### src/hw/rtl/dcc_pkg.sv
// Shared types, widths and constants for the drift-corrected calendar clock.
// Holds the month-length lookup used by the date step logic.
// No dependencies.
`default_nettype none

package dcc_pkg;

    localparam int YEAR_W   = 16;
    localparam int MONTH_W  = 4;
    localparam int DAY_W    = 5;
    localparam int HOUR_W   = 5;
    localparam int MIN_W    = 6;
    localparam int SEC_W    = 6;
    localparam int TICK_W   = 32;
    localparam int PPM_W    = 16;
    localparam int PROD_W   = TICK_W + PPM_W;
    localparam int CORR_W   = 28;
    localparam int BASE_W   = 17;
    localparam int SECS_W   = 26;

    localparam logic FUNC_SYNC  = 1'b0;
    localparam logic FUNC_QUERY = 1'b1;

    localparam logic [SECS_W-1:0] SECS_PER_DAY  = SECS_W'(86400);
    localparam logic [SECS_W-1:0] SECS_PER_HOUR = SECS_W'(3600);
    localparam logic [SECS_W-1:0] SECS_PER_MIN  = SECS_W'(60);

    localparam int CORR_SHIFT = 20;
    localparam logic [PROD_W-1:0] ROUND_HALF = PROD_W'(524288);
    localparam logic [PROD_W-1:0] ROUND_CEIL = PROD_W'(524288 + 1048575);

    // floor(y / 100) == (y * RECIP_100) >> RECIP_SHIFT for years below 43699
    localparam logic [PPM_W-1:0] RECIP_100   = PPM_W'(5243);
    localparam int               RECIP_SHIFT = 19;
    localparam int               CENT_W      = 10;
    localparam int               CENTURY     = 100;

    localparam logic [YEAR_W-1:0]  RESET_YEAR  = YEAR_W'(2020);
    localparam logic [MONTH_W-1:0] RESET_MONTH = MONTH_W'(1);
    localparam logic [DAY_W-1:0]   RESET_DAY   = DAY_W'(1);

    localparam logic [MONTH_W-1:0] MONTH_FEB = MONTH_W'(2);
    localparam logic [MONTH_W-1:0] MONTH_DEC = MONTH_W'(12);

    localparam logic [DAY_W-1:0] MONTH_LEN [12] = '{
        5'd31, 5'd28, 5'd31, 5'd30, 5'd31, 5'd30,
        5'd31, 5'd31, 5'd30, 5'd31, 5'd30, 5'd31
    };

    typedef struct packed {
        logic [YEAR_W-1:0]  year;
        logic [MONTH_W-1:0] month;
        logic [DAY_W-1:0]   day;
    } date_t;

    // Out-of-range month codes count as 31-day months.
    function automatic logic [DAY_W-1:0] month_days(input logic [MONTH_W-1:0] month,
                                                    input logic leap);
        logic [DAY_W-1:0] len;
        if (month == '0 || month > MONTH_DEC) begin
            len = DAY_W'(31);
        end else if (month == MONTH_FEB && leap) begin
            len = DAY_W'(29);
        end else begin
            len = MONTH_LEN[month - MONTH_W'(1)];
        end
        return len;
    endfunction

endpackage

`default_nettype wire

### src/hw/rtl/drift_corrected_calendar_clock.sv
// Drift-corrected calendar clock: top level with the query sequencer.
// Depends on dcc_pkg, dcc_sub and dcc_date_step.
//
// Usage:
// - Input channel (in_valid / in_ready): func = 0 syncs the clock to the given
//   date, time of day and tick_count, and returns nothing. func = 1 queries the
//   time at tick_count and returns one transaction on the output channel.
// - Output channel (out_valid / out_ready): date, HH:MM:SS and synced.
// - cfg_we / cfg_wdata write drift_ppm (signed, per 2^20); write it only while idle.
// - A sync is taken while the sequencer idles and leaves it idle. A query before
//   any sync returns 2020-01-01 00:00:00 with synced = 0; it goes straight to the
//   last step. A synced query multiplies, rounds, sums and runs the leap test;
//   then one subtract-compare unit peels off days, then hours, then minutes, and
//   each year rollover repeats the leap test. One item at a time: in_ready is
//   high only while the sequencer idles. The result sits in an output register;
//   the next transaction is accepted while it waits. A finished query stalls in
//   its last step until that register is free.
// - Reset clears the calendar to 2020-01-01, drift_ppm to 0 and synced to 0.
`default_nettype none

module drift_corrected_calendar_clock import dcc_pkg::*;
(
    input  wire logic               clk,
    input  wire logic               rst_n,

    input  wire logic               cfg_we,
    input  wire logic [PPM_W-1:0]   cfg_wdata,

    input  wire logic               in_valid,
    output logic                    in_ready,
    input  wire logic               func,
    input  wire logic [TICK_W-1:0]  tick_count,
    input  wire logic [YEAR_W-1:0]  in_year,
    input  wire logic [MONTH_W-1:0] in_month,
    input  wire logic [DAY_W-1:0]   in_day,
    input  wire logic [HOUR_W-1:0]  in_hour,
    input  wire logic [MIN_W-1:0]   in_minute,
    input  wire logic [SEC_W-1:0]   in_second,

    output logic                    out_valid,
    input  wire logic               out_ready,
    output logic [YEAR_W-1:0]       out_year,
    output logic [MONTH_W-1:0]      out_month,
    output logic [DAY_W-1:0]        out_day,
    output logic [HOUR_W-1:0]       out_hour,
    output logic [MIN_W-1:0]        out_minute,
    output logic [SEC_W-1:0]        out_second,
    output logic                    synced
);

    typedef enum logic [3:0] {
        S_IDLE,
        S_MUL,
        S_RND,
        S_SUM,
        S_LEAP_MUL,
        S_LEAP_CHK,
        S_DAY,
        S_HOUR,
        S_MIN,
        S_DONE
    } state_t;

    state_t state_reg;

    // configuration and sync state
    logic [PPM_W-1:0]  drift_ppm_reg;
    date_t             base_date_reg;
    logic [BASE_W-1:0] base_seconds_reg;
    logic [TICK_W-1:0] tick_snapshot_reg;
    logic              has_sync_reg;

    // query working state
    date_t             date_reg;
    logic [TICK_W-1:0] elapsed_reg;
    logic [PROD_W-1:0] prod_reg;
    logic [CORR_W-1:0] corr_mag_reg;
    logic [SECS_W-1:0] secs_reg;
    logic [HOUR_W-1:0] hour_reg;
    logic [MIN_W-1:0]  minute_reg;
    logic              leap_reg;

    // result register
    logic              out_valid_reg;
    date_t             out_date_reg;
    logic [HOUR_W-1:0] out_hour_reg;
    logic [MIN_W-1:0]  out_minute_reg;
    logic [SEC_W-1:0]  out_second_reg;
    logic              out_synced_reg;

    logic              in_fire;
    logic              out_free;
    logic              ppm_neg;
    logic [PPM_W-1:0]  ppm_mag;
    logic [TICK_W-1:0] mul_a;
    logic [PPM_W-1:0]  mul_b;
    logic [PROD_W-1:0] mul_prod;
    logic [PROD_W-1:0] rounded;
    logic [TICK_W:0]   corrected_pos;
    logic [TICK_W-1:0] corrected_neg;
    logic [SECS_W-1:0] secs_add;
    logic [BASE_W-1:0] sync_seconds;
    logic [CENT_W-1:0] century;
    logic [BASE_W-1:0] century_x100;
    logic              leap_calc;
    logic [SECS_W-1:0] divisor;
    logic [SECS_W-1:0] sub_diff;
    logic              sub_ge;
    date_t             date_step;
    logic              year_roll;

    assign in_ready = (state_reg == S_IDLE);
    assign in_fire  = in_valid && in_ready;
    assign out_free = !out_valid_reg || out_ready;

    assign out_valid  = out_valid_reg;
    assign out_year   = out_date_reg.year;
    assign out_month  = out_date_reg.month;
    assign out_day    = out_date_reg.day;
    assign out_hour   = out_hour_reg;
    assign out_minute = out_minute_reg;
    assign out_second = out_second_reg;
    assign synced     = out_synced_reg;

    // hour*3600 + minute*60 + second always fits in 17 bits
    assign sync_seconds = BASE_W'(in_hour) * BASE_W'(3600)
                        + BASE_W'(in_minute) * BASE_W'(60)
                        + BASE_W'(in_second);

    // Shared multiplier: drift product, then the year/100 reciprocal for leap checks.
    assign ppm_neg  = drift_ppm_reg[PPM_W-1];
    assign ppm_mag  = ppm_neg ? (~drift_ppm_reg + PPM_W'(1)) : drift_ppm_reg;
    assign mul_a    = (state_reg == S_LEAP_MUL) ? TICK_W'(date_reg.year) : elapsed_reg;
    assign mul_b    = (state_reg == S_LEAP_MUL) ? RECIP_100 : ppm_mag;
    assign mul_prod = mul_a * mul_b;

    // Round half up; on the negative side the magnitude plus one half rounds up.
    assign rounded = prod_reg + (ppm_neg ? ROUND_CEIL : ROUND_HALF);

    assign corrected_pos = {1'b0, elapsed_reg} + (TICK_W+1)'(corr_mag_reg);
    assign corrected_neg = (TICK_W'(corr_mag_reg) > elapsed_reg) ? '0
                         : elapsed_reg - TICK_W'(corr_mag_reg);
    assign secs_add = ppm_neg ? SECS_W'(corrected_neg[TICK_W-1:8])
                              : SECS_W'(corrected_pos[TICK_W:8]);

    // Gregorian leap test from the registered year * reciprocal product.
    assign century      = prod_reg[RECIP_SHIFT +: CENT_W];
    assign century_x100 = BASE_W'(century) * BASE_W'(CENTURY);
    assign leap_calc    = (date_reg.year[1:0] == 2'b00)
                        && ((century_x100 != BASE_W'(date_reg.year)) || (century[1:0] == 2'b00));

    always_comb
    begin
        unique case (state_reg)
            S_DAY:   divisor = SECS_PER_DAY;
            S_HOUR:  divisor = SECS_PER_HOUR;
            default: divisor = SECS_PER_MIN;
        endcase
    end

    dcc_sub u_sub (
        .minuend    (secs_reg),
        .subtrahend (divisor),
        .diff       (sub_diff),
        .ge         (sub_ge)
    );

    dcc_date_step u_date_step (
        .date_in   (date_reg),
        .leap      (leap_reg),
        .date_out  (date_step),
        .year_roll (year_roll)
    );

    always_ff @(posedge clk or negedge rst_n)
    begin
        if (!rst_n) begin
            state_reg         <= S_IDLE;
            drift_ppm_reg     <= '0;
            base_date_reg     <= '{year: RESET_YEAR, month: RESET_MONTH, day: RESET_DAY};
            base_seconds_reg  <= '0;
            tick_snapshot_reg <= '0;
            has_sync_reg      <= 1'b0;
            date_reg          <= '0;
            elapsed_reg       <= '0;
            prod_reg          <= '0;
            corr_mag_reg      <= '0;
            secs_reg          <= '0;
            hour_reg          <= '0;
            minute_reg        <= '0;
            leap_reg          <= 1'b0;
            out_valid_reg     <= 1'b0;
            out_date_reg      <= '0;
            out_hour_reg      <= '0;
            out_minute_reg    <= '0;
            out_second_reg    <= '0;
            out_synced_reg    <= 1'b0;
        end else begin
            if (cfg_we) begin
                drift_ppm_reg <= cfg_wdata;
            end

            // drop the result once the receiver takes it, unless a new one loads now
            if (out_valid_reg && out_ready && state_reg != S_DONE) begin
                out_valid_reg <= 1'b0;
            end

            unique case (state_reg)
                S_IDLE:
                begin
                    if (in_fire) begin
                        if (func == FUNC_SYNC) begin
                            base_date_reg     <= '{year: in_year, month: in_month, day: in_day};
                            base_seconds_reg  <= sync_seconds;
                            tick_snapshot_reg <= tick_count;
                            has_sync_reg      <= 1'b1;
                        end else begin
                            date_reg    <= base_date_reg;
                            elapsed_reg <= tick_count - tick_snapshot_reg;
                            secs_reg    <= '0;
                            hour_reg    <= '0;
                            minute_reg  <= '0;
                            state_reg   <= has_sync_reg ? S_MUL : S_DONE;
                        end
                    end
                end
                S_MUL:
                begin
                    prod_reg  <= mul_prod;
                    state_reg <= S_RND;
                end
                S_RND:
                begin
                    // a zero product gives no correction on either side
                    corr_mag_reg <= (prod_reg == '0) ? '0
                                  : rounded[CORR_SHIFT +: CORR_W];
                    state_reg    <= S_SUM;
                end
                S_SUM:
                begin
                    secs_reg  <= SECS_W'(base_seconds_reg) + secs_add;
                    state_reg <= S_LEAP_MUL;
                end
                S_LEAP_MUL:
                begin
                    prod_reg  <= mul_prod;
                    state_reg <= S_LEAP_CHK;
                end
                S_LEAP_CHK:
                begin
                    leap_reg  <= leap_calc;
                    state_reg <= S_DAY;
                end
                S_DAY:
                begin
                    if (sub_ge) begin
                        secs_reg <= sub_diff;
                        date_reg <= date_step;
                        // new year: redo the leap test before the next day
                        if (year_roll) begin
                            state_reg <= S_LEAP_MUL;
                        end
                    end else begin
                        state_reg <= S_HOUR;
                    end
                end
                S_HOUR:
                begin
                    if (sub_ge) begin
                        secs_reg <= sub_diff;
                        hour_reg <= hour_reg + HOUR_W'(1);
                    end else begin
                        state_reg <= S_MIN;
                    end
                end
                S_MIN:
                begin
                    if (sub_ge) begin
                        secs_reg   <= sub_diff;
                        minute_reg <= minute_reg + MIN_W'(1);
                    end else begin
                        state_reg <= S_DONE;
                    end
                end
                S_DONE:
                begin
                    // hold until the result register is free
                    if (out_free) begin
                        out_valid_reg  <= 1'b1;
                        out_date_reg   <= date_reg;
                        out_hour_reg   <= hour_reg;
                        out_minute_reg <= minute_reg;
                        out_second_reg <= secs_reg[SEC_W-1:0];
                        out_synced_reg <= has_sync_reg;
                        state_reg      <= S_IDLE;
                    end
                end
                default:
                begin
                    state_reg <= S_IDLE;
                end
            endcase
        end
    end

    // Unsynced results always carry the reset date at midnight.
    assert property (@(posedge clk) disable iff (!rst_n)
        (out_valid && !synced) |-> (out_year == RESET_YEAR && out_month == RESET_MONTH
            && out_day == RESET_DAY && out_hour == '0 && out_minute == '0
            && out_second == '0))
        else $error("unsynced result is not the reset date and time");

    // Whole days and hours are peeled off before the time fields are formed.
    assert property (@(posedge clk) disable iff (!rst_n)
        out_valid |-> (out_hour < HOUR_W'(24) && out_minute < MIN_W'(60)
            && out_second < SEC_W'(60)))
        else $error("time of day out of range");

    // A sync transaction marks the clock synced from the next cycle on.
    assert property (@(posedge clk) disable iff (!rst_n)
        (in_fire && func == FUNC_SYNC) |=> has_sync_reg)
        else $error("sync transaction did not set the synced flag");

    // A result is only loaded while the result register is free.
    assert property (@(posedge clk) disable iff (!rst_n)
        (state_reg == S_DONE && out_valid_reg && !out_ready) |=> (state_reg == S_DONE))
        else $error("result overwritten while the receiver stalls");

endmodule

`default_nettype wire

### src/hw/rtl/dcc_sub.sv
// Shared subtract-and-compare unit of the calendar clock sequencer.
// Depends on dcc_pkg (SECS_W).
`default_nettype none

module dcc_sub import dcc_pkg::*;
(
    input  wire logic [SECS_W-1:0] minuend,
    input  wire logic [SECS_W-1:0] subtrahend,
    output logic      [SECS_W-1:0] diff,
    output logic                   ge
);

    logic [SECS_W:0] wide_diff;

    assign wide_diff = {1'b0, minuend} - {1'b0, subtrahend};
    assign diff      = wide_diff[SECS_W-1:0];
    // no borrow out means minuend >= subtrahend
    assign ge        = ~wide_diff[SECS_W];

endmodule

`default_nettype wire

### src/hw/rtl/dcc_date_step.sv
// One-day advance of a Gregorian date, with month and year rollover.
// Depends on dcc_pkg (date_t, month_days).
`default_nettype none

module dcc_date_step import dcc_pkg::*;
(
    input  wire date_t date_in,
    input  wire logic  leap,
    output date_t      date_out,
    output logic       year_roll
);

    logic [DAY_W:0]   day_inc;
    logic [DAY_W-1:0] max_day;

    assign day_inc = {1'b0, date_in.day} + (DAY_W+1)'(1);
    assign max_day = month_days(date_in.month, leap);

    always_comb
    begin
        date_out  = date_in;
        year_roll = 1'b0;
        if (day_inc > {1'b0, max_day}) begin
            date_out.day = DAY_W'(1);
            if (date_in.month >= MONTH_DEC) begin
                date_out.month = MONTH_W'(1);
                date_out.year  = date_in.year + YEAR_W'(1);
                year_roll      = 1'b1;
            end else begin
                date_out.month = date_in.month + MONTH_W'(1);
            end
        end else begin
            date_out.day = day_inc[DAY_W-1:0];
        end
    end

endmodule

`default_nettype wire

### config.mk
export PLATFORM = sky130hd
export DESIGN_NAME = drift_corrected_calendar_clock
export DESIGN_NICKNAME = d
export VERILOG_FILES = /design/src/hw/rtl/dcc_pkg.sv /design/src/hw/rtl/drift_corrected_calendar_clock.sv /design/src/hw/rtl/dcc_sub.sv /design/src/hw/rtl/dcc_date_step.sv
export SDC_FILE = /design/constraint.sdc
export NUM_CORES = 2
export LEC_CHECK = 0
export ABC_CLOCK_PERIOD_IN_PS = 10800
export BUFFER_PORTS_ARGS = -buffer_cell sky130_fd_sc_hd__buf_2
export CAP_MARGIN = 20
export CELL_PAD_IN_SITES_DETAIL_PLACEMENT = 1
export CELL_PAD_IN_SITES_GLOBAL_PLACEMENT = 1
export CORE_MARGIN = 1.5
export CORE_UTILIZATION = 50
export DETAILED_ROUTE_END_ITERATION = 10
export GPL_ROUTABILITY_DRIVEN = 0
export PLACE_DENSITY_LB_ADDON = 0.2
export RECOVER_POWER = 100
export SKIP_LAST_GASP = 1
export SYNTH_ARGS = -nofsm -noshare
export SYNTH_HDL_FRONTEND = slang
export SYNTH_SLANG_ARGS = --single-unit
### constraint.sdc
create_clock -name clk -period 10.8 [get_ports clk]
set_input_delay 0.54 -clock clk [delete_from_list [all_inputs] [get_ports clk]]
set_output_delay 0.54 -clock clk [all_outputs]
set_load 0.01 [all_outputs]
==> impl_results.md <==
- Status: finished, violations left
- Commonest cells after routing, fill and taps aside: nand2_1, inv_1, fa_1, ha_1, dfrtp_1
- Cell area after placement: 40200 sq um
- Vias per Instance: 5.84
- Placed cell count: 5466
- Die Y: 280 um
- Pin count of the biggest net entering global routing: 110
- # IOs: 141
- Post-Synthesis Cells: 4429
- Max reg flops: 48
- Post-synthesis net count: 5319
- Fin area: 41700 sq um
- Final WL: 127 mm
- Post-synth cell types: 88
- Die ar.: 78600 sq um
- Die width: 280 um
- Final Hold Viols: 0
- CP dominant cell by count: fa_1
- Post-DRT Antenna Nets: 0
- Cell Area, Synth: 38500 sq um
- Root Driver: clkbuf_16
- Vias in the first global route: 34900
- Via count: 32400
- Global-route wire length before repair: 200 mm
- Startpoint Class: flop
- WL/cell: 22.9 um
- Fill cells: 9100
- Register Area: 7770 sq um
- CTS Sinks: 310
- CP max-delay cell: dfrtp_1
- # setup viols final: 0
- Worst Setup End Kind: flop
- Postcts setup bufs: 0
- First-pass DRT Iterations: 5
- Delay-heaviest family, CP: adder cells
- Area share of the largest cell type after synthesis: 0.229
- Cell Rows: 101
- MaxCap Viol Count: 7
- Final net count: 5373
- Number of remaining DRC errors: 0
- Post-synth top area cell: fa_1
- Slew HR: -3.09
- CP Max Fanout: 19
- Class of the most critical setup path: flop to flop
- Worst Tran Pin Value: 6.14 ns
- Number of synthesized register bits: 310
- Ys Warns: 0
- Total core area: 76100 sq um
- Initial drt markers: 2183
- Min-delay worst type: input pin to flop
- Tcrit/Tclk final: 0.880
- Syn_area_per_cell: 8.69 sq um
- Ys flop type: dfrtp_1
- CP bufs+invs: 5
- Fmax: 105 MHz
- Ys async rst share: 1.00
- WP data required: 11.21 ns
- Unrepaired setup endpoints after global routing: no
- Initial antenna violation count: 1
- Multi-input logic area: 27500 sq um
- Fin cells: 5546
- # port buffers: 140
- Crit path DAT: 9.91 ns
- Setup TNS: 0 ns
- Resized cells post-CTS: 0
- Deepest clock path buffer count: 3
- Tmin final: 9.50 ns
- Starting Density: 0.506
- GR Util All Layers: 0.330
- Total congestion overflow: 0
- DP HPWL: 100 mm
- Clk_lat worst skew: 0.59 ns
- Slew Viols, Final: 448
- Commonest non-fill, non-tap cell in the layout: nand2_1
- Layout area overhead: 8.38%
- H-tree levels: 2
- Ranking of synthesized cells by area: fa_1, dfrtp_1, ha_1
- Crit-path max cell delay: 0.90 ns
- Clk_skew: 0.0353 ns
- Seq/Total Area, Yosys: 0.202
- Share of layout cells above drive strength 1: 0.0831
- Failing checks: max-capacitance violations, max-slew violations
- Clk pin slew, worst setup/hold paths: 0.06 ns
- Hold buffers post-CTS: 0
- CTS tree: yes
- CTS Buf Count: 41
- EDFF count, synth: 0
path summary, 6_finish.rpt:
check,start,depth (start not counted),end,slack [ns]
min in group asynchronous,rst_n,1,out_second[3],2.23
worst min register to register,has_sync_reg,2,has_sync_reg,0.47
max in group asynchronous,rst_n,4,prod_reg[40],2.45
worst min-delay path,in_day[3],2,base_date_reg[3],0.18
worst max-delay path,drift_ppm_reg[0],30,prod_reg[47],1.30
worst max register to register,drift_ppm_reg[0],30,prod_reg[47],1.30
cells in the mapped netlist, types with 78 or more instances:
| cell | count |
|---|---|
| and2_1 | 81 |
| xnor2_1 | 153 |
| a21oi_1 | 196 |
| inv_1 | 664 |
| dfrtp_1 | 301 |
| ha_1 | 353 |
| nand2_1 | 670 |
| nor2_1 | 262 |
| mux2_2 | 115 |
| xor2_1 | 80 |
| clkbuf_1 | 171 |
| fa_1 | 441 |
| o21ai_0 | 249 |
| a21o_1 | 78 |
metrics by stage:
step	util	setup slack (ns)	hold slack (ns)
after global placement	0.529	1.73	0.452
final	0.548	1.30	0.184
after floorplan	-	2.76	0.244
after detailed placement	0.529	1.47	0.463
after global routing	0.548	0.810	0.173
after CTS	0.548	1.46	0.0641
final cells by class:
class,instances,area share
Clock buffer,56,0.0286
Tap cell,1030,0.0309
Clock inverter,19,0.00699
Sequential cell,310,0.186
Inverter,667,0.0600
Antenna cell,1,0.0000600
Multi-Input combinational cell,3261,0.659
Timing Repair Buffer,202,0.0277
worst register-to-register path: cells and delay by family (launching register included):
kind / cells / cell delay (ns)
compound gates: 10 / 2.28
fa+ha+maj: 8 / 3.70
simple gates: 5 / 1.27
xor+xnor: 2 / 0.35
flops: 1 / 0.90
buf+inv: 5 / 0.82
cells by family after synthesis:
kind of cell	Yosys count	share of synthesized area
AND/OR/NAND/NOR	1328	0.154
buffers and inverters	858	0.0842
adder cells (fa/ha/maj)	794	0.344
AO/OA/AOI/OAI	771	0.124
flip-flops	310	0.202
XOR/XNOR	233	0.0530
multiplexers	135	0.0392
per-layer routing:
layer,global-route usage,vias to the layer above,part of all wire
met5,0,-,0.000095
met4,0.130,2,0.045
met3,0.0485,293,0.060
met2,0.546,978,0.47
met1,0.434,16600,0.42
li1,-,14400,-
Power is left out: the tool's default activity adds up to more than one toggle a clock period on the data nets, which glitch-free logic cannot reach.
